`config.mk`:
```
export PLATFORM = sky130hd
export DESIGN_NAME = bui_queue
export DESIGN_NICKNAME = d
export VERILOG_FILES = /design/src/bui_pkg.sv /design/src/bui_queue.sv
export SDC_FILE = /design/constraint.sdc
export NUM_CORES = 1
export LEC_CHECK = 0
export BUFFER_PORTS_ARGS = -buffer_cell sky130_fd_sc_hd__buf_2
export CAP_MARGIN = 20
export CORE_ASPECT_RATIO = 0.9
export CORE_MARGIN = 4
export CORE_UTILIZATION = 30
export DETAILED_ROUTE_END_ITERATION = 10
export GPL_TIMING_DRIVEN = 1
export MAX_ROUTING_LAYER = met4
export SYNTH_ARGS = -nofsm -noshare
export SYNTH_HDL_FRONTEND = slang
export SYNTH_SLANG_ARGS = --single-unit
```
`constraint.sdc`:
```
create_clock -name clk -period 7.8 [get_ports clk]
set_clock_uncertainty 0.05 [all_clocks]
set_input_delay 1.56 -clock clk [delete_from_list [all_inputs] [get_ports clk]]
set_output_delay 1.56 -clock clk [all_outputs]
set_load 0.03 [all_outputs]
```
`src/bui_pkg.sv`:
```
`timescale 1ns / 1ps
// bui_pkg: shared types, constants and codes of the bilinear upscaler
// no dependencies; used by every module of the block

package bui_pkg;

    // default parameter values for the top level
    localparam int DEF_MAX_WIDTH  = 256;
    localparam int DEF_MAX_HEIGHT = 256;
    localparam int DEF_SCALE      = 4;

    // field widths fixed by the item formats
    localparam int PIX_W     = 8;
    localparam int COORD_W   = 10;
    localparam int SRC_W     = 8;
    localparam int CFG_W     = 9;
    localparam int CFG_IDX_W = 1;

    // widths that cover the whole parameter range (MAX_* up to 4096, SCALE up to 8)
    localparam int IDX_W  = 12;   // source column or row index
    localparam int U_W    = 12;   // 2*d + 1 + SCALE for a 10-bit d
    localparam int FRAC_W = 4;    // fraction in units of 1/(2*SCALE)
    localparam int WT_W   = 9;    // product of two axis weights, up to 256
    localparam int ACC_W  = 17;   // weighted sum plus rounding term

    localparam logic [PIX_W-1:0] PIX_MAX   = 8'd255;
    localparam logic [CFG_W-1:0] SIZE_RST  = 9'd256;

    // item operation codes
    localparam logic FUNC_STORE   = 1'b0;
    localparam logic FUNC_COMPUTE = 1'b1;

    // configuration register indexes
    localparam logic [CFG_IDX_W-1:0] REG_IMG_WIDTH  = 1'b0;
    localparam logic [CFG_IDX_W-1:0] REG_IMG_HEIGHT = 1'b1;

    // queue between front and back
    localparam int Q_DEPTH = 2;

    typedef struct packed {
        logic               func;
        logic [SRC_W-1:0]   src_col;
        logic [SRC_W-1:0]   src_row;
        logic [PIX_W-1:0]   pixel_in;
        logic [COORD_W-1:0] dst_col;
        logic [COORD_W-1:0] dst_row;
    } req_item_t;

    typedef struct packed {
        logic [PIX_W-1:0]   pixel_out;
        logic [COORD_W-1:0] out_col;
        logic [COORD_W-1:0] out_row;
        logic               out_of_range;
    } rsp_item_t;

    // classified work handed from front to back
    // store: xs[0], ys[0] and pixel; compute: neighbours, weights and echo
    typedef struct packed {
        logic                       is_store;
        logic                       oor;
        logic [1:0][IDX_W-1:0]      xs;
        logic [1:0][IDX_W-1:0]      ys;
        logic [3:0][WT_W-1:0]       wt;
        logic [PIX_W-1:0]           pixel;
        logic [COORD_W-1:0]         col;
        logic [COORD_W-1:0]         row;
    } job_t;

    typedef enum logic [1:0] {
        B_IDLE,
        B_FETCH,
        B_LAST,
        B_SEND
    } back_state_t;

endpackage

```
`src/bui_queue.sv`:
```
`timescale 1ns / 1ps
// bui_queue: short job fifo between front and back
// depends on bui_pkg

module bui_queue
    import bui_pkg::*;
(
    input  logic clk,
    input  logic rst_n,
    input  logic push,
    input  job_t push_job,
    output logic full,
    input  logic pop,
    output logic head_valid,
    output job_t head_job
);

    localparam int Q_PW = (Q_DEPTH > 1) ? $clog2(Q_DEPTH) : 1;
    localparam int Q_CW = $clog2(Q_DEPTH + 1);

    job_t            slot_reg [Q_DEPTH];
    logic [Q_PW-1:0] wr_ptr_reg, wr_ptr_next;
    logic [Q_PW-1:0] rd_ptr_reg, rd_ptr_next;
    logic [Q_CW-1:0] count_reg, count_next;
    logic            do_push, do_pop;

    function automatic logic [Q_PW-1:0] bump(input logic [Q_PW-1:0] p);
        return (p == Q_PW'(Q_DEPTH - 1)) ? '0 : p + Q_PW'(1);
    endfunction

    always_comb
    begin
        full       = (count_reg == Q_CW'(Q_DEPTH));
        head_valid = (count_reg != '0);
        head_job   = slot_reg[rd_ptr_reg];
        do_push    = push && !full;
        do_pop     = pop && head_valid;
        wr_ptr_next = do_push ? bump(wr_ptr_reg) : wr_ptr_reg;
        rd_ptr_next = do_pop ? bump(rd_ptr_reg) : rd_ptr_reg;
        count_next  = count_reg;
        if (do_push && !do_pop)
            count_next = count_reg + Q_CW'(1);
        else if (do_pop && !do_push)
            count_next = count_reg - Q_CW'(1);
    end

    always_ff @(posedge clk or negedge rst_n)
    begin
        if (!rst_n)
        begin
            wr_ptr_reg <= '0;
            rd_ptr_reg <= '0;
            count_reg  <= '0;
        end
        else
        begin
            wr_ptr_reg <= wr_ptr_next;
            rd_ptr_reg <= rd_ptr_next;
            count_reg  <= count_next;
        end
    end

    always_ff @(posedge clk)
    begin
        if (do_push)
            slot_reg[wr_ptr_reg] <= push_job;
    end

endmodule

```
==> metrics.csv <==
stage,metric,value,unit
pwr,Pleak,4.20,nW
cts,post-cts hold buffer count,0,
cts,Sink Count,232,
final_layout,FF/Latch Area,6950,µm²
placement,dpl cell area,10200,µm²
cts,CTS tree,yes,
final_layout,Largest register FFs,228,
timing,Final Max Slew Viols,0,
floorplanning,Initial Utilization,30.6,%
grt,global-route wire length before repair,25500,µm
setup_path,CP arrival,3.05,ns
cts,H-tree levels,1,
synth,cells after synthesis,374,
timing,Worst Tran Pin Value,1.08,ns
timing,Final Hold Violating Endpoints,0,
floorplanning,# IOs,234,
setup_path,critical path class,register to output port,
floorplanning,Die H,169,µm
synth,mapped cell area,8620,µm²
placement,detailed placement HPWL,10900,µm
grt,largest net degree at the start of global routing,71,
placement,placed insts,958,
grt,antenna violations before repair,4,
synth,sequential area share after synthesis,80.5,%
final_layout,"most common cell after layout, fill and taps aside",buf_2,
final_layout,# nets final,744,
setup_path,CP Max Fanout,63,
timing,setup TNS,0,ns
grt,total track usage,10.4,%
synth,Mapped Avg Cell Area,23.1,µm²
synth,warnings from Yosys,0,
timing,Final period util,59.8,%
grt,vias in the first global route,4654,
placement,pre-CTS setup slack,3.59,ns
cts,maximum clock insertion buffer count,3,
cts,Clock Latency Late Sink,0.50,ns
run,Max-cap violations,0,
detailed_routing,WL/cell,16.8,µm
floorplanning,core footprint,28200,µm²
detailed_routing,DR vias/cell,4.27,
detailed_routing,drc violations,0,
pwr,maximum VDD drop,0.000213,V
final_layout,cell area after layout,11000,µm²
cts,CTS buffer count,25,
synth,register bit total from synthesis,232,
placement,IO Port Bufs,233,
final_layout,final core occ,39.0,%
setup_path,CP required,6.19,ns
final_layout,ratio of cells with drive above 1 in the final layout,60.8,%
timing,setup violators final,0,
timing,fin worst setup slack,3.14,ns
timing,relative slew slack,28.3,%
synth,synth unique cells,15,
detailed_routing,DR vias,4304,
timing,unrepaired setup endpoints after global routing,no,
final_layout,fill cell count,2629,
cts,CTS root buf,clkbuf_16,
floorplanning,die footprint,31500,µm²
final_layout,area occupied by multi-input gates,1570,µm²
detailed_routing,Pre-antenna DRT Iters,4,
cts,Worst-path clk slew,0.06,ns
floorplanning,num rows,58,
cts,Setup Buffers After CTS,0,
pwr,Pwr per Cell Area,415,nW/µm²
setup_path,Startpoint Class,register,
status,status,"complete, no violations",
final_layout,Layout Cells excl Fill,1007,
final_layout,most frequent cells in the layout,"buf_2, edfxtp_1, mux2_2, mux2_4, clkbuf_16",
detailed_routing,initial DRC count,204,
placement,GPL Wtd Cong,0.733,
final_layout,synth-to-layout area growth,27.2,%
setup_path,Setup crit end kind,output port,
timing,Final min period,4.66,ns
cts,Post-CTS Resized,0,
detailed_routing,post-route ant nets,0,
timing,fmax,214,MHz
synth,"Net Count, Synth",493,
floorplanning,die width,187,µm
grt,GR Overflow Total,0,
min_path,worst min path class,register to register,
detailed_routing,Routed WL,16900,µm
==> cell type report <==
class	instances	share of cell area [%]
repair buffers	237	10.9
diodes	4	0.0912
clock buffers	32	6.03
flip-flops and latches	232	63.3
multi-input cells	127	14.3
well taps	360	4.11
inverters	2	0.0684
clock inverters	13	1.11
==> through the flow <==
stage | hold WS, ns | power, mW
floorplan | 0.406 | 3.10
global placement | 0.420 | 3.48
detailed placement | 0.427 | 3.50
CTS | 0.440 | 4.63
global route | 0.458 | 4.78
finish | 0.436 | 4.55
==> final timing paths <==
| check | end | slack, ns | cells after the start | from |
|---|---|---|---|---|
| setup / recovery | head_job[106] | 3.14 | 3 | rd_ptr_reg |
| hold / removal | count_reg[1] | 0.44 | 1 | count_reg[1] |
| setup reg to reg | slot_reg[1][96] | 5.18 | 3 | count_reg[0] |
| hold reg to reg | count_reg[1] | 0.44 | 1 | count_reg[1] |
| max in group asynchronous | rd_ptr_reg | 6.76 | 1 | rst_n |
| min in group asynchronous | rd_ptr_reg | 0.80 | 1 | rst_n |
==> worst max-delay path, cell delays in order (launching register included) <==
cell and delay, ns:
dfrtp_4 0.94, buf_4 0.92, mux2_2 0.43, buf_2 0.18
==> routing by layer <==
layer  wire (µm)  up-vias  share of wire, %  global-route usage (%)
met2        7500      189                44                    15.7
met3        1310       50               7.7                    3.26
met4         723        0               4.3                    4.05
li1            -     1995                 -                       -
met5           0        -                 0                       -
met1        7370     2070                44                    13.3
==> cell usage after synthesis <==
master	count	area share, %
dfrtp_1	4	1.2
mux2_2	64	8.4
edfxtp_1	228	79
buf_2	6	0.35
inv_1	2	0.087
and3_1	1	0.073
nand2b_1	1	0.073
buf_6	7	0.91
nor2_1	2	0.087
mux2_4	50	8.7
or2_2	1	0.073
xor2_1	2	0.20
xnor2_1	3	0.30
nand2_1	2	0.087
ha_1	1	0.15
==> cells by family after synthesis <==
logic type,Yosys count,synth area share [%]
adders and majority gates,1,0.145
muxes,114,17.1
and+or+nand+nor,7,0.392
buffers and inverters,15,1.35
DFF,232,80.5
xor gates and xnor gates,5,0.508
==> power breakdown <==
part	switching (mW)	total (mW)	internal [mW]
Combinational	1.01	1.60	0.588
Clock	0.455	1.12	0.665
Sequential	0.123	1.83	1.71
Total	1.59	4.55	2.96
(Power assumes the default switching activity.)
