[config.mk]
export PLATFORM = sky130hd
export DESIGN_NAME = bui_front
export DESIGN_NICKNAME = d
export VERILOG_FILES = /design/src/bui_pkg.sv /design/src/bui_front.sv
export SDC_FILE = /design/constraint.sdc
export NUM_CORES = 1
export LEC_CHECK = 0
export BUFFER_PORTS_ARGS = -buffer_cell sky130_fd_sc_hd__buf_2
export CAP_MARGIN = 30
export CORE_ASPECT_RATIO = 0.8
export CORE_UTILIZATION = 38
export DETAILED_ROUTE_END_ITERATION = 10
export PLACE_DENSITY_LB_ADDON = 0.12
export SYNTH_ARGS = -nofsm -noshare
export SYNTH_HDL_FRONTEND = slang
export SYNTH_SLANG_ARGS = --single-unit
[constraint.sdc]
create_clock -name clk -period 11 [get_ports clk]
set_input_delay 1.1 -clock clk [delete_from_list [all_inputs] [get_ports clk]]
set_output_delay 1.1 -clock clk [all_outputs]
set_load 0.02 [all_outputs]
[src/bui_pkg.sv]
`timescale 1ns / 1ps
// bui_pkg: shared types, constants and codes of the bilinear upscaler
// no dependencies; used by every module of the block

package bui_pkg;

    // default parameter values for the top level
    localparam int DEF_MAX_WIDTH  = 256;
    localparam int DEF_MAX_HEIGHT = 256;
    localparam int DEF_SCALE      = 4;

    // field widths fixed by the item formats
    localparam int PIX_W     = 8;
    localparam int COORD_W   = 10;
    localparam int SRC_W     = 8;
    localparam int CFG_W     = 9;
    localparam int CFG_IDX_W = 1;

    // widths that cover the whole parameter range (MAX_* up to 4096, SCALE up to 8)
    localparam int IDX_W  = 12;   // source column or row index
    localparam int U_W    = 12;   // 2*d + 1 + SCALE for a 10-bit d
    localparam int FRAC_W = 4;    // fraction in units of 1/(2*SCALE)
    localparam int WT_W   = 9;    // product of two axis weights, up to 256
    localparam int ACC_W  = 17;   // weighted sum plus rounding term

    localparam logic [PIX_W-1:0] PIX_MAX   = 8'd255;
    localparam logic [CFG_W-1:0] SIZE_RST  = 9'd256;

    // item operation codes
    localparam logic FUNC_STORE   = 1'b0;
    localparam logic FUNC_COMPUTE = 1'b1;

    // configuration register indexes
    localparam logic [CFG_IDX_W-1:0] REG_IMG_WIDTH  = 1'b0;
    localparam logic [CFG_IDX_W-1:0] REG_IMG_HEIGHT = 1'b1;

    // queue between front and back
    localparam int Q_DEPTH = 2;

    typedef struct packed {
        logic               func;
        logic [SRC_W-1:0]   src_col;
        logic [SRC_W-1:0]   src_row;
        logic [PIX_W-1:0]   pixel_in;
        logic [COORD_W-1:0] dst_col;
        logic [COORD_W-1:0] dst_row;
    } req_item_t;

    typedef struct packed {
        logic [PIX_W-1:0]   pixel_out;
        logic [COORD_W-1:0] out_col;
        logic [COORD_W-1:0] out_row;
        logic               out_of_range;
    } rsp_item_t;

    // classified work handed from front to back
    // store: xs[0], ys[0] and pixel; compute: neighbours, weights and echo
    typedef struct packed {
        logic                       is_store;
        logic                       oor;
        logic [1:0][IDX_W-1:0]      xs;
        logic [1:0][IDX_W-1:0]      ys;
        logic [3:0][WT_W-1:0]       wt;
        logic [PIX_W-1:0]           pixel;
        logic [COORD_W-1:0]         col;
        logic [COORD_W-1:0]         row;
    } job_t;

    typedef enum logic [1:0] {
        B_IDLE,
        B_FETCH,
        B_LAST,
        B_SEND
    } back_state_t;

endpackage

[src/bui_front.sv]
`timescale 1ns / 1ps
// bui_front: size registers, item acceptance and classification into jobs
// depends on bui_pkg

module bui_front
    import bui_pkg::*;
#(
    parameter int MAX_WIDTH  = DEF_MAX_WIDTH,
    parameter int MAX_HEIGHT = DEF_MAX_HEIGHT,
    parameter int SCALE      = DEF_SCALE
)
(
    input  logic                 clk,
    input  logic                 rst_n,
    input  logic                 cfg_write,
    input  logic [CFG_IDX_W-1:0] cfg_index,
    input  logic [CFG_W-1:0]     cfg_data,
    input  logic                 req_valid,
    output logic                 req_stall,
    input  req_item_t            req_data,
    input  logic                 q_full,
    output logic                 q_push,
    output job_t                 q_job
);

    localparam int MAX_DIM = (MAX_WIDTH > MAX_HEIGHT) ? MAX_WIDTH : MAX_HEIGHT;
    localparam int SW      = $clog2(MAX_DIM + 1);
    localparam int RW      = (CFG_W > SW) ? CFG_W : SW;
    localparam int UNIT    = 2 * SCALE;
    localparam int FR_SH   = $clog2(UNIT);
    localparam int SC_SH   = $clog2(SCALE);
    localparam int LW      = SW + SC_SH;
    localparam int CW      = (LW > COORD_W) ? LW : COORD_W;
    localparam int AXW     = (U_W > SW) ? U_W : SW;
    localparam int WX_W    = FRAC_W + 1;
    localparam int SCW     = (SRC_W > IDX_W) ? SRC_W : IDX_W;
    localparam int MW      = (SCW > 32) ? SCW : 32;

    logic [CFG_W-1:0] width_reg, width_next;
    logic [CFG_W-1:0] height_reg, height_next;

    logic [SW-1:0]     w_eff, h_eff;
    logic [LW-1:0]     lim_x, lim_y;
    logic [U_W-1:0]    ux, uy;
    logic [FRAC_W-1:0] fx, fy;
    logic [WX_W-1:0]   wx0, wx1, wy0, wy1;
    logic [2*IDX_W-1:0] ax, ay;
    logic              accept;
    logic              store_ok;

    // a size of zero acts as one, above the store limit acts as the limit
    function automatic logic [SW-1:0] clamp_size(input logic [CFG_W-1:0] raw,
                                                 input logic [SW-1:0] lim);
        logic [SW-1:0] res;
        if (raw == '0)
            res = SW'(1);
        else if (RW'(raw) > RW'(lim))
            res = lim;
        else
            res = SW'(raw);
        return res;
    endfunction

    // lower and upper neighbour: lower from unclamped floor, both kept in the image
    function automatic logic [2*IDX_W-1:0] axis_pair(input logic [U_W-1:0] u,
                                                     input logic [SW-1:0] size);
        logic [AXW-1:0] whole;
        logic [AXW-1:0] top;
        logic [AXW-1:0] lo;
        logic [AXW-1:0] hi;
        whole = AXW'(u >> FR_SH);
        top   = AXW'(size) - AXW'(1);
        lo    = (whole == '0) ? '0 : whole - AXW'(1);
        if (lo > top)
            lo = top;
        hi = (lo + AXW'(1) > top) ? top : lo + AXW'(1);
        return {IDX_W'(hi), IDX_W'(lo)};
    endfunction

    always_comb
    begin
        width_next  = width_reg;
        height_next = height_reg;
        if (cfg_write)
        begin
            unique case (cfg_index)
                REG_IMG_WIDTH:  width_next  = cfg_data;
                REG_IMG_HEIGHT: height_next = cfg_data;
                default: ;
            endcase
        end
    end

    always_ff @(posedge clk or negedge rst_n)
    begin
        if (!rst_n)
        begin
            width_reg  <= SIZE_RST;
            height_reg <= SIZE_RST;
        end
        else
        begin
            width_reg  <= width_next;
            height_reg <= height_next;
        end
    end

    always_comb
    begin
        w_eff = clamp_size(width_reg, SW'(MAX_WIDTH));
        h_eff = clamp_size(height_reg, SW'(MAX_HEIGHT));
        lim_x = LW'(w_eff) << SC_SH;
        lim_y = LW'(h_eff) << SC_SH;

        // source position plus one, in units of 1/(2*SCALE)
        ux = U_W'({req_data.dst_col, 1'b1}) + U_W'(SCALE);
        uy = U_W'({req_data.dst_row, 1'b1}) + U_W'(SCALE);
        fx = FRAC_W'(ux & U_W'(UNIT - 1));
        fy = FRAC_W'(uy & U_W'(UNIT - 1));
        wx1 = WX_W'(fx);
        wy1 = WX_W'(fy);
        wx0 = WX_W'(UNIT) - wx1;
        wy0 = WX_W'(UNIT) - wy1;
        ax  = axis_pair(ux, w_eff);
        ay  = axis_pair(uy, h_eff);

        q_job          = '0;
        q_job.is_store = (req_data.func == FUNC_STORE);
        q_job.pixel    = req_data.pixel_in;
        q_job.col      = req_data.dst_col;
        q_job.row      = req_data.dst_row;
        q_job.oor      = (CW'(req_data.dst_col) >= CW'(lim_x))
                      || (CW'(req_data.dst_row) >= CW'(lim_y));
        if (req_data.func == FUNC_STORE)
        begin
            q_job.xs[0] = IDX_W'(req_data.src_col);
            q_job.ys[0] = IDX_W'(req_data.src_row);
        end
        else
        begin
            q_job.xs[0] = ax[IDX_W-1:0];
            q_job.xs[1] = ax[2*IDX_W-1:IDX_W];
            q_job.ys[0] = ay[IDX_W-1:0];
            q_job.ys[1] = ay[2*IDX_W-1:IDX_W];
        end
        // neighbour order: (x0,y0) (x1,y0) (x0,y1) (x1,y1)
        q_job.wt[0] = WT_W'(wx0) * WT_W'(wy0);
        q_job.wt[1] = WT_W'(wx1) * WT_W'(wy0);
        q_job.wt[2] = WT_W'(wx0) * WT_W'(wy1);
        q_job.wt[3] = WT_W'(wx1) * WT_W'(wy1);

        // stores beyond the frame store are dropped
        store_ok = (MW'(req_data.src_col) < MW'(MAX_WIDTH))
                && (MW'(req_data.src_row) < MW'(MAX_HEIGHT));
        req_stall = q_full;
        accept    = req_valid && !q_full;
        q_push    = accept && ((req_data.func == FUNC_COMPUTE) || store_ok);
    end

endmodule

==> reports/qor.csv, run 1 <==
stage,metric,value,unit
status,outcome,"complete, no violations",
pwr,Flop pwr share,0.129,
sta,Sum Neg Setup Slack,0,ns
worst_setup_path,RR Startpoint,width_reg[8],
run,MaxCap Viol Count,0,
global_route,GRT Util Overall,0.207,
cts,clock latency on the worst-skew pair,0.24,ns
yosys,fraction of registers with async set/reset,1.00,
cts,"Hold-fix buffers, CTS",0,
cts,setup bufs post-CTS,0,
min_path,hold worst-path end,height_reg[0],
sta,unrepaired setup endpoints after global routing,false,
yosys,synth unique cells,81,
worst_setup_path,crit-path max cell delay,0.80,ns
floorplanning,Core ar.,15200,sq um
worst_setup_path,most frequent CP cell,ha_1,
worst_setup_path,Reg2Reg Setup Slack,10.04,ns
cells_and_area,Finished Core Util,0.438,
yosys,Synth top area share,0.196,
sta,minimum clock period,9.57,ns
yosys,total number of yosys warnings,0,
floorplanning,Die Width,143,um
pwr,clock group share of total power,0.097,
min_path,worst min-delay path class,flop to flop,
sta,Min Hold Slack,0.556,ns
yosys,top post-synthesis cells by area,"ha_1 20%, dfrtp_1 6.7%, buf_4 6.5%",
cells_and_area,nets,1034,
min_path,worst hold path cell count,1,
pwr,switching part of the total,0.528,
worst_setup_path,worst setup path class,primary input to output port,
placed_design,Post-DP HPWL,14100,um
cells_and_area,Fill cells,1633,
global_route,vias in the first global route,5070,
worst_setup_path,"Max FO, Critical Path",16,
pwr,power per cell area,108,nW/um^2
yosys,Yosys reg bits,18,
detailed_routing,Post-route DRC,0,
global_route,total grt overflow,0,
worst_setup_path,Worst Path Required,9.90,ns
placed_design,Placer Congestion,0.855,
cts,Num Clock Sinks,18,
detailed_routing,DR vias,5745,
cts,clk slew on worst S/H paths,0.05,ns
worst_setup_path,CP max stage cell,a21oi_1,
detailed_routing,final wirelength,16700,um
cells_and_area,area of the multi-input gates,4920,sq um
detailed_routing,number of routed nets with antenna violations,0,
floorplanning,Die Span Y,114,um
yosys,number of synthesized flops with an enable pin,0,
floorplanning,Die Area,16300,sq um
cts,Max Root-Sink Buffers,2,
pwr,static leakage,3.23,nW
detailed_routing,First-pass DRT Iterations,7,
pwr,peak supply drop,0.0708,mV
worst_setup_path,startpoint type of the worst setup path,primary input,
sta,Slew @ Worst Pin,0.940,ns
global_route,initial antenna violation count,0,
sta,fin. max-slew vios,0,
cts,CTS tree,done,
worst_setup_path,reg2reg end,width_reg[8],
cells_and_area,Layout area overhead,10.9,%
yosys,Cells after Synth,779,
pwr,NetSw,0.381,mW
sta,final setup violating endpoints,0,
yosys,Synth Flop Type,dfrtp_1,
sta,Fmax achieved,104,MHz
yosys,Syn Area/Cell,7.71,sq um
yosys,Yosys top cell by area,ha_1,
sta,Final Cycle Share,0.870,
sta,slew margin rel.,0.374,
worst_setup_path,FF-to-FF path depth,1,
global_route,first-pass GRT wire length,27100,um
sta,clock skew,0,ns
pwr,P_int,0.340,mW
cells_and_area,Reg area,453,sq um
cts,# H-tree levels,1,
cts,Root Buffer,clkbuf_16,
floorplanning,io pins,176,
detailed_routing,wire length per cell,15.5,um
global_route,pin count of the biggest net entering global routing,36,
yosys,cell area after synthesis,6000,sq um
detailed_routing,routed vias/inst,5.31,
yosys,"Seq/Total Area, Yosys",0.0754,
detailed_routing,DRT iter0 DRCs,464,
worst_setup_path,CP endpoint kind,output port,
min_path,min-delay src,height_reg[0],
sta,final hold vios,0,
worst_setup_path,WP data arrival,8.47,ns
cts,number of CTS-inserted buffers,3,
placed_design,port bufs,144,
pwr,Total Power,0.722,mW
cells_and_area,share of cells above drive strength 1,0.240,
floorplanning,Site Rows,40,
pwr,Comb pwr share,0.774,
cts,CTS-repair resized insts,0,
floorplanning,Initial Utilization,0.395,
## layer usage
layer,track usage,part of all wire,up-vias
li1,-,-,2948
met1,0.349,0.56,2636
met2,0.283,0.39,161
met3,0.0188,0.058,0
met4,0.0151,0,0
met5,0,0,-
## worst max path at each step
stage / from / end / slack (ns) / depth (start not counted)
floorplan: req_data[11] / q_job[103] / 2.60 / 30
global placement: req_data[11] / q_job[108] / 1.51 / 33
CTS: req_data[11] / q_job[108] / 1.51 / 33
finish: req_data[11] / q_job[108] / 1.43 / 32
detailed placement: req_data[11] / q_job[108] / 1.52 / 33
global route: req_data[11] / q_job[108] / 0.67 / 34
## final cells by class
class                           instances  share of cell area
Sequential cell                        18              0.0680
Inverter                               50              0.0282
Tap cell                              210              0.0395
Timing Repair Buffer                  148               0.113
Clock buffer                            3              0.0113
Multi-Input combinational cell        652               0.740
Antenna cell                            1            0.000376
## power by group through the flow
stage / sequential, mW / clock [mW] / combinational, mW
3_5_place_dp: 0.0940 / 0 / 0.553
2_1_floorplan: 0.0869 / 0 / 0.422
3_3_place_gp: 0.0937 / 0 / 0.557
5_1_grt: 0.0954 / 0.0764 / 0.625
6_report: 0.0929 / 0.0700 / 0.559
4_1_cts: 0.0930 / 0.0712 / 0.557
## worst max-delay path, delay by kind of cell
family / cells / cell delay [ns]
mux: 1 / 0.17
simple gates: 5 / 0.49
buf+inv: 5 / 0.86
xor+xnor: 2 / 0.45
fa+ha+maj: 5 / 1.60
compound gates: 14 / 3.77
## Yosys cell counts (all sizes together), types with 3 or more instances
| cell type | n |
|---|---|
| o31a | 7 |
| dfrtp | 16 |
| and3b | 3 |
| nand4 | 14 |
| nor4 | 10 |
| nor2 | 86 |
| o32ai | 3 |
| o22ai | 4 |
| nor2b | 10 |
| nor4b | 3 |
| a21bo | 3 |
| o211ai | 9 |
| fa | 7 |
| and2 | 8 |
| ha | 94 |
| nor3 | 29 |
| mux2i | 5 |
| mux2 | 27 |
| nand2b | 25 |
| a311oi | 4 |
| o21bai | 3 |
| a31oi | 16 |
| nand2 | 33 |
| o31ai | 7 |
| xnor2 | 23 |
| a21oi | 33 |
| a21boi | 3 |
| and3 | 9 |
| o21ai | 23 |
| a21o | 23 |
| or2 | 8 |
| o21a | 10 |
| inv | 50 |
| clkbuf | 14 |
| nand3 | 7 |
| or3 | 12 |
| a41oi | 4 |
| a211oi | 19 |
| a2111oi | 3 |
| and4 | 5 |
| buf | 66 |
| xor2 | 16 |
| a211o | 3 |
## logic make-up after synthesis
| logic type | count (synthesis) | synth area share |
|---|---|---|
| adder cells (fa/ha/maj) | 101 | 0.219 |
| other | 2 | 0.00125 |
| AND/OR/NAND/NOR | 269 | 0.236 |
| flip-flops | 18 | 0.0754 |
| AO/OA/AOI/OAI | 188 | 0.233 |
| XOR/XNOR | 39 | 0.0569 |
| multiplexers | 32 | 0.0602 |
| buffers and inverters | 130 | 0.118 |
## per-stage QoR
step	area (sq um)	cells	setup WS (ns)
2_1_floorplan	6080	800	2.60
3_3_place_gp	6580	1078	1.51
3_5_place_dp	6580	1078	1.52
4_1_cts	6650	1081	1.51
5_1_grt	6650	1081	0.671
6_report	6660	1082	1.43
## layout by cell type (no fill, tap or decap), drive strengths merged, types with 5 or more instances in the layout
cell type and count:
nor4 10, a21oi 33, o21a 10, or2 8
or3 12, o211ai 9, mux2 27, o31ai 7
buf 148, a21o 23, a211oi 19, dfrtp 16
o21ai 23, o31a 7, and3 9, nor2 86
nor3 29, xor2 16, and4 5, inv 50
nand2 33, nand4 14, a31oi 16, nor2b 10
mux2i 5, conb 23, fa 7, and2 8
ha 94, xnor2 23, nand2b 25, nand3 7
Power figures use the tool's default switching activity.
==> inputs of run 2 (changes only) <==
--- a/config.mk
+++ b/config.mk
@@ -5,6 +5,7 @@
 export SDC_FILE = /design/constraint.sdc
 export NUM_CORES = 1
 export LEC_CHECK = 0
+export ABC_AREA = 1
 export BUFFER_PORTS_ARGS = -buffer_cell sky130_fd_sc_hd__buf_2
 export CAP_MARGIN = 30
 export CORE_ASPECT_RATIO = 0.8
==> reports/qor.csv, run 2 <==
stage,metric,value,unit,change
status,outcome,"complete, no violations",,
sta,final hold vios,0,,unchanged
cts,CTS-repair resized insts,0,,unchanged
detailed_routing,routed vias/inst,4.70,,-12%
pwr,static leakage,4.13,nW,+28%
floorplanning,Initial Utilization,0.393,,-0.00140
sta,Fmax achieved,122,MHz,+17%
worst_setup_path,most frequent CP cell,nand2_1,,
sta,final setup violating endpoints,0,,unchanged
worst_setup_path,Reg2Reg Setup Slack,10.22,ns,+0.18 ns
detailed_routing,number of routed nets with antenna violations,0,,unchanged
cells_and_area,share of cells above drive strength 1,0.191,,-0.0486
global_route,pin count of the biggest net entering global routing,27,,-25%
pwr,Total Power,0.731,mW,+1.3%
yosys,top post-synthesis cells by area,"ha_1 20%, nand2_1 17%, inv_1 10%",,
yosys,fraction of registers with async set/reset,1.00,,unchanged
detailed_routing,DRT iter0 DRCs,385,,-17%
cts,CTS tree,done,,
yosys,number of synthesized flops with an enable pin,0,,unchanged
yosys,Yosys top cell by area,ha_1,,
min_path,hold worst-path end,width_reg[8],,
detailed_routing,wire length per cell,12.3,um,-21%
sta,Final Cycle Share,0.744,,-0.126
floorplanning,Die Area,16300,sq um,-0.35%
yosys,total number of yosys warnings,0,,unchanged
min_path,min-delay src,width_reg[8],,
cts,Max Root-Sink Buffers,2,,unchanged
sta,minimum clock period,8.19,ns,-1.39 ns
placed_design,port bufs,144,,unchanged
floorplanning,Site Rows,40,,unchanged
floorplanning,Die Width,142,um,-0.18%
detailed_routing,First-pass DRT Iterations,5,,-2
pwr,peak supply drop,0.0529,mV,-25%
min_path,worst hold path cell count,2,,+1
cts,clock latency on the worst-skew pair,0.24,ns,about the same
sta,slew margin rel.,0.631,,+0.258
worst_setup_path,CP max stage cell,inv_1,,
min_path,worst min-delay path class,flop to flop,,
yosys,Yosys reg bits,18,,unchanged
sta,fin. max-slew vios,0,,unchanged
worst_setup_path,Worst Setup SP,req_data[1],,
global_route,vias in the first global route,5327,,+5.1%
cells_and_area,Layout area overhead,10.9,%,about the same
placed_design,Placement Setup Slack,2.88,ns,+1.36 ns
cts,setup bufs post-CTS,0,,unchanged
yosys,Synth Flop Type,dfrtp_1,,
detailed_routing,Post-route DRC,0,,unchanged
yosys,Cells after Synth,995,,+28%
sta,worst setup margin,2.81,ns,+1.39 ns
global_route,first-pass GRT wire length,26600,um,-1.7%
detailed_routing,final wirelength,16000,um,-4.4%
sta,unrepaired setup endpoints after global routing,false,,
cts,Root Buffer,clkbuf_16,,
yosys,cell area after synthesis,5980,sq um,-0.35%
yosys,synth unique cells,45,,-44%
global_route,GRT Util Overall,0.201,,-0.00662
cells_and_area,nets,1255,,+21%
worst_setup_path,worst setup path class,primary input to output port,,
run,MaxCap Viol Count,0,,unchanged
worst_setup_path,crit-path max cell delay,0.37,ns,-0.43 ns
worst_setup_path,FF-to-FF path depth,2,,+1
yosys,Commonest cells post-synth,"267 x nand2_1, 167 x inv_1, 94 x ha_1, 74 x nor2_1, 61 x o21ai_0",,
cts,"Hold-fix buffers, CTS",0,,unchanged
placed_design,Post-DP HPWL,13800,um,-2.5%
yosys,Syn Area/Cell,6.01,sq um,-22%
global_route,initial antenna violation count,0,,unchanged
yosys,Synth top area share,0.197,,+0.000696
cts,number of CTS-inserted buffers,3,,unchanged
global_route,total grt overflow,0,,unchanged
cells_and_area,Finished Core Util,0.436,,-0.00140
pwr,power per cell area,110,nW/um^2,+1.7%
sta,Min Hold Slack,0.489,ns,-0.0671 ns
cells_and_area,"most common cell after layout, fill and taps aside",nand2_1,,
worst_setup_path,WP data arrival,7.09,ns,-1.38 ns
floorplanning,Core ar.,15200,sq um,unchanged
floorplanning,Die Span Y,114,um,-0.17%
floorplanning,io pins,176,,unchanged
cts,# H-tree levels,1,,unchanged
worst_setup_path,Worst Path Required,9.90,ns,about the same
worst_setup_path,"Max FO, Critical Path",13,,-3
cts,clk slew on worst S/H paths,0.05,ns,about the same
worst_setup_path,CP endpoint kind,output port,,
cells_and_area,Fill cells,1702,,+4.2%
sta,clock skew,0,ns,unchanged
sta,Slew @ Worst Pin,0.551,ns,-0.389 ns
yosys,"Seq/Total Area, Yosys",0.0757,,+0.000268
cells_and_area,ANT cells,0,,-1
yosys,most common cell in the netlist,nand2_1,,
worst_setup_path,reg2reg end,height_reg[8],,
cells_and_area,most frequent cells in the layout,"267 x nand2_1, 167 x inv_1, 144 x buf_2",,
cts,Num Clock Sinks,18,,unchanged
sta,Sum Neg Setup Slack,0,ns,unchanged
detailed_routing,DR vias,6114,,+6.4%
placed_design,Placer Congestion,0.905,,+5.8%
worst_setup_path,startpoint type of the worst setup path,primary input,,
worst_setup_path,RR Startpoint,height_reg[8],,
## run 2: changes by cell type after synthesis, sizes merged, moves of 22 or more
cell | before | now
a21o | 23 | 1
inv | 50 | 171
mux2 | 27 | 0
nand2 | 33 | 287
nand2b | 25 | 0
nand3 | 7 | 67
nor3 | 29 | 7
o21ai | 23 | 70
## run 2: worst max-delay path by stage
| stage | cells past startpoint | endpoint | slack, ns |
|---|---|---|---|
| CTS | 39 | q_job[77] | 2.86 |
| global placement | 39 | q_job[77] | 2.80 |
| global route | 40 | q_job[79] | 2.11 |
| finish | 39 | q_job[77] | 2.81 |
| detailed placement | 39 | q_job[77] | 2.88 |
| floorplan | 40 | q_job[77] | 4.24 |
## run 2: cell families (layout without fill, tap and decap cells)
group                    after synthesis  after routing  synth area share
AO/OA/AOI/OAI                        134            134             0.126
XOR/XNOR                              19             19            0.0278
adder cells (fa/ha/maj)              101            101             0.220
buffers and inverters                243            319             0.190
flip-flops                            18             18            0.0757
other                                  2             23           0.00126
AND/OR/NAND/NOR                      478            478             0.359
## run 2: layer usage
layer / track usage / vias up / routed length [um]
met5: 0 / - / 0
met4: 0.0222 / 0 / 96
met3: 0.0134 / 10 / 982
met2: 0.294 / 207 / 6170
met1: 0.322 / 2601 / 8760
li1: - / 3296 / -
## run 2: layout make-up
class,instances,area [sq um],share of cell area
clock buffer,3,75.1,0.0113
inverter,171,642,0.0967
multi-input combinational,755,4470,0.674
sequential,18,453,0.0683
tap,210,263,0.0396
timing repair buffer,145,728,0.110
## run 2: power breakdown
part	switching (mW)	total (mW)	internal (mW)	leakage (nW)
clock	0.0233	0.0711	0.0478	0.0370
combinational	0.390	0.578	0.188	3.87
sequential	0.00672	0.0821	0.0754	0.219
## run 2: critical path: cells and delay by family
family	cells	cell delay [ns]
adders and majority gates	5	1.22
and+or+nand+nor	22	2.85
buffers and inverters	9	1.53
AOI/OAI and AO/OA	3	0.38
## run 2: metrics by stage
step | instance area [sq um] | std cells
floorplan | 6060 | 1016
global route | 6640 | 1302
detailed placement | 6560 | 1299
CTS | 6640 | 1302
finish | 6640 | 1302
global placement | 6560 | 1299
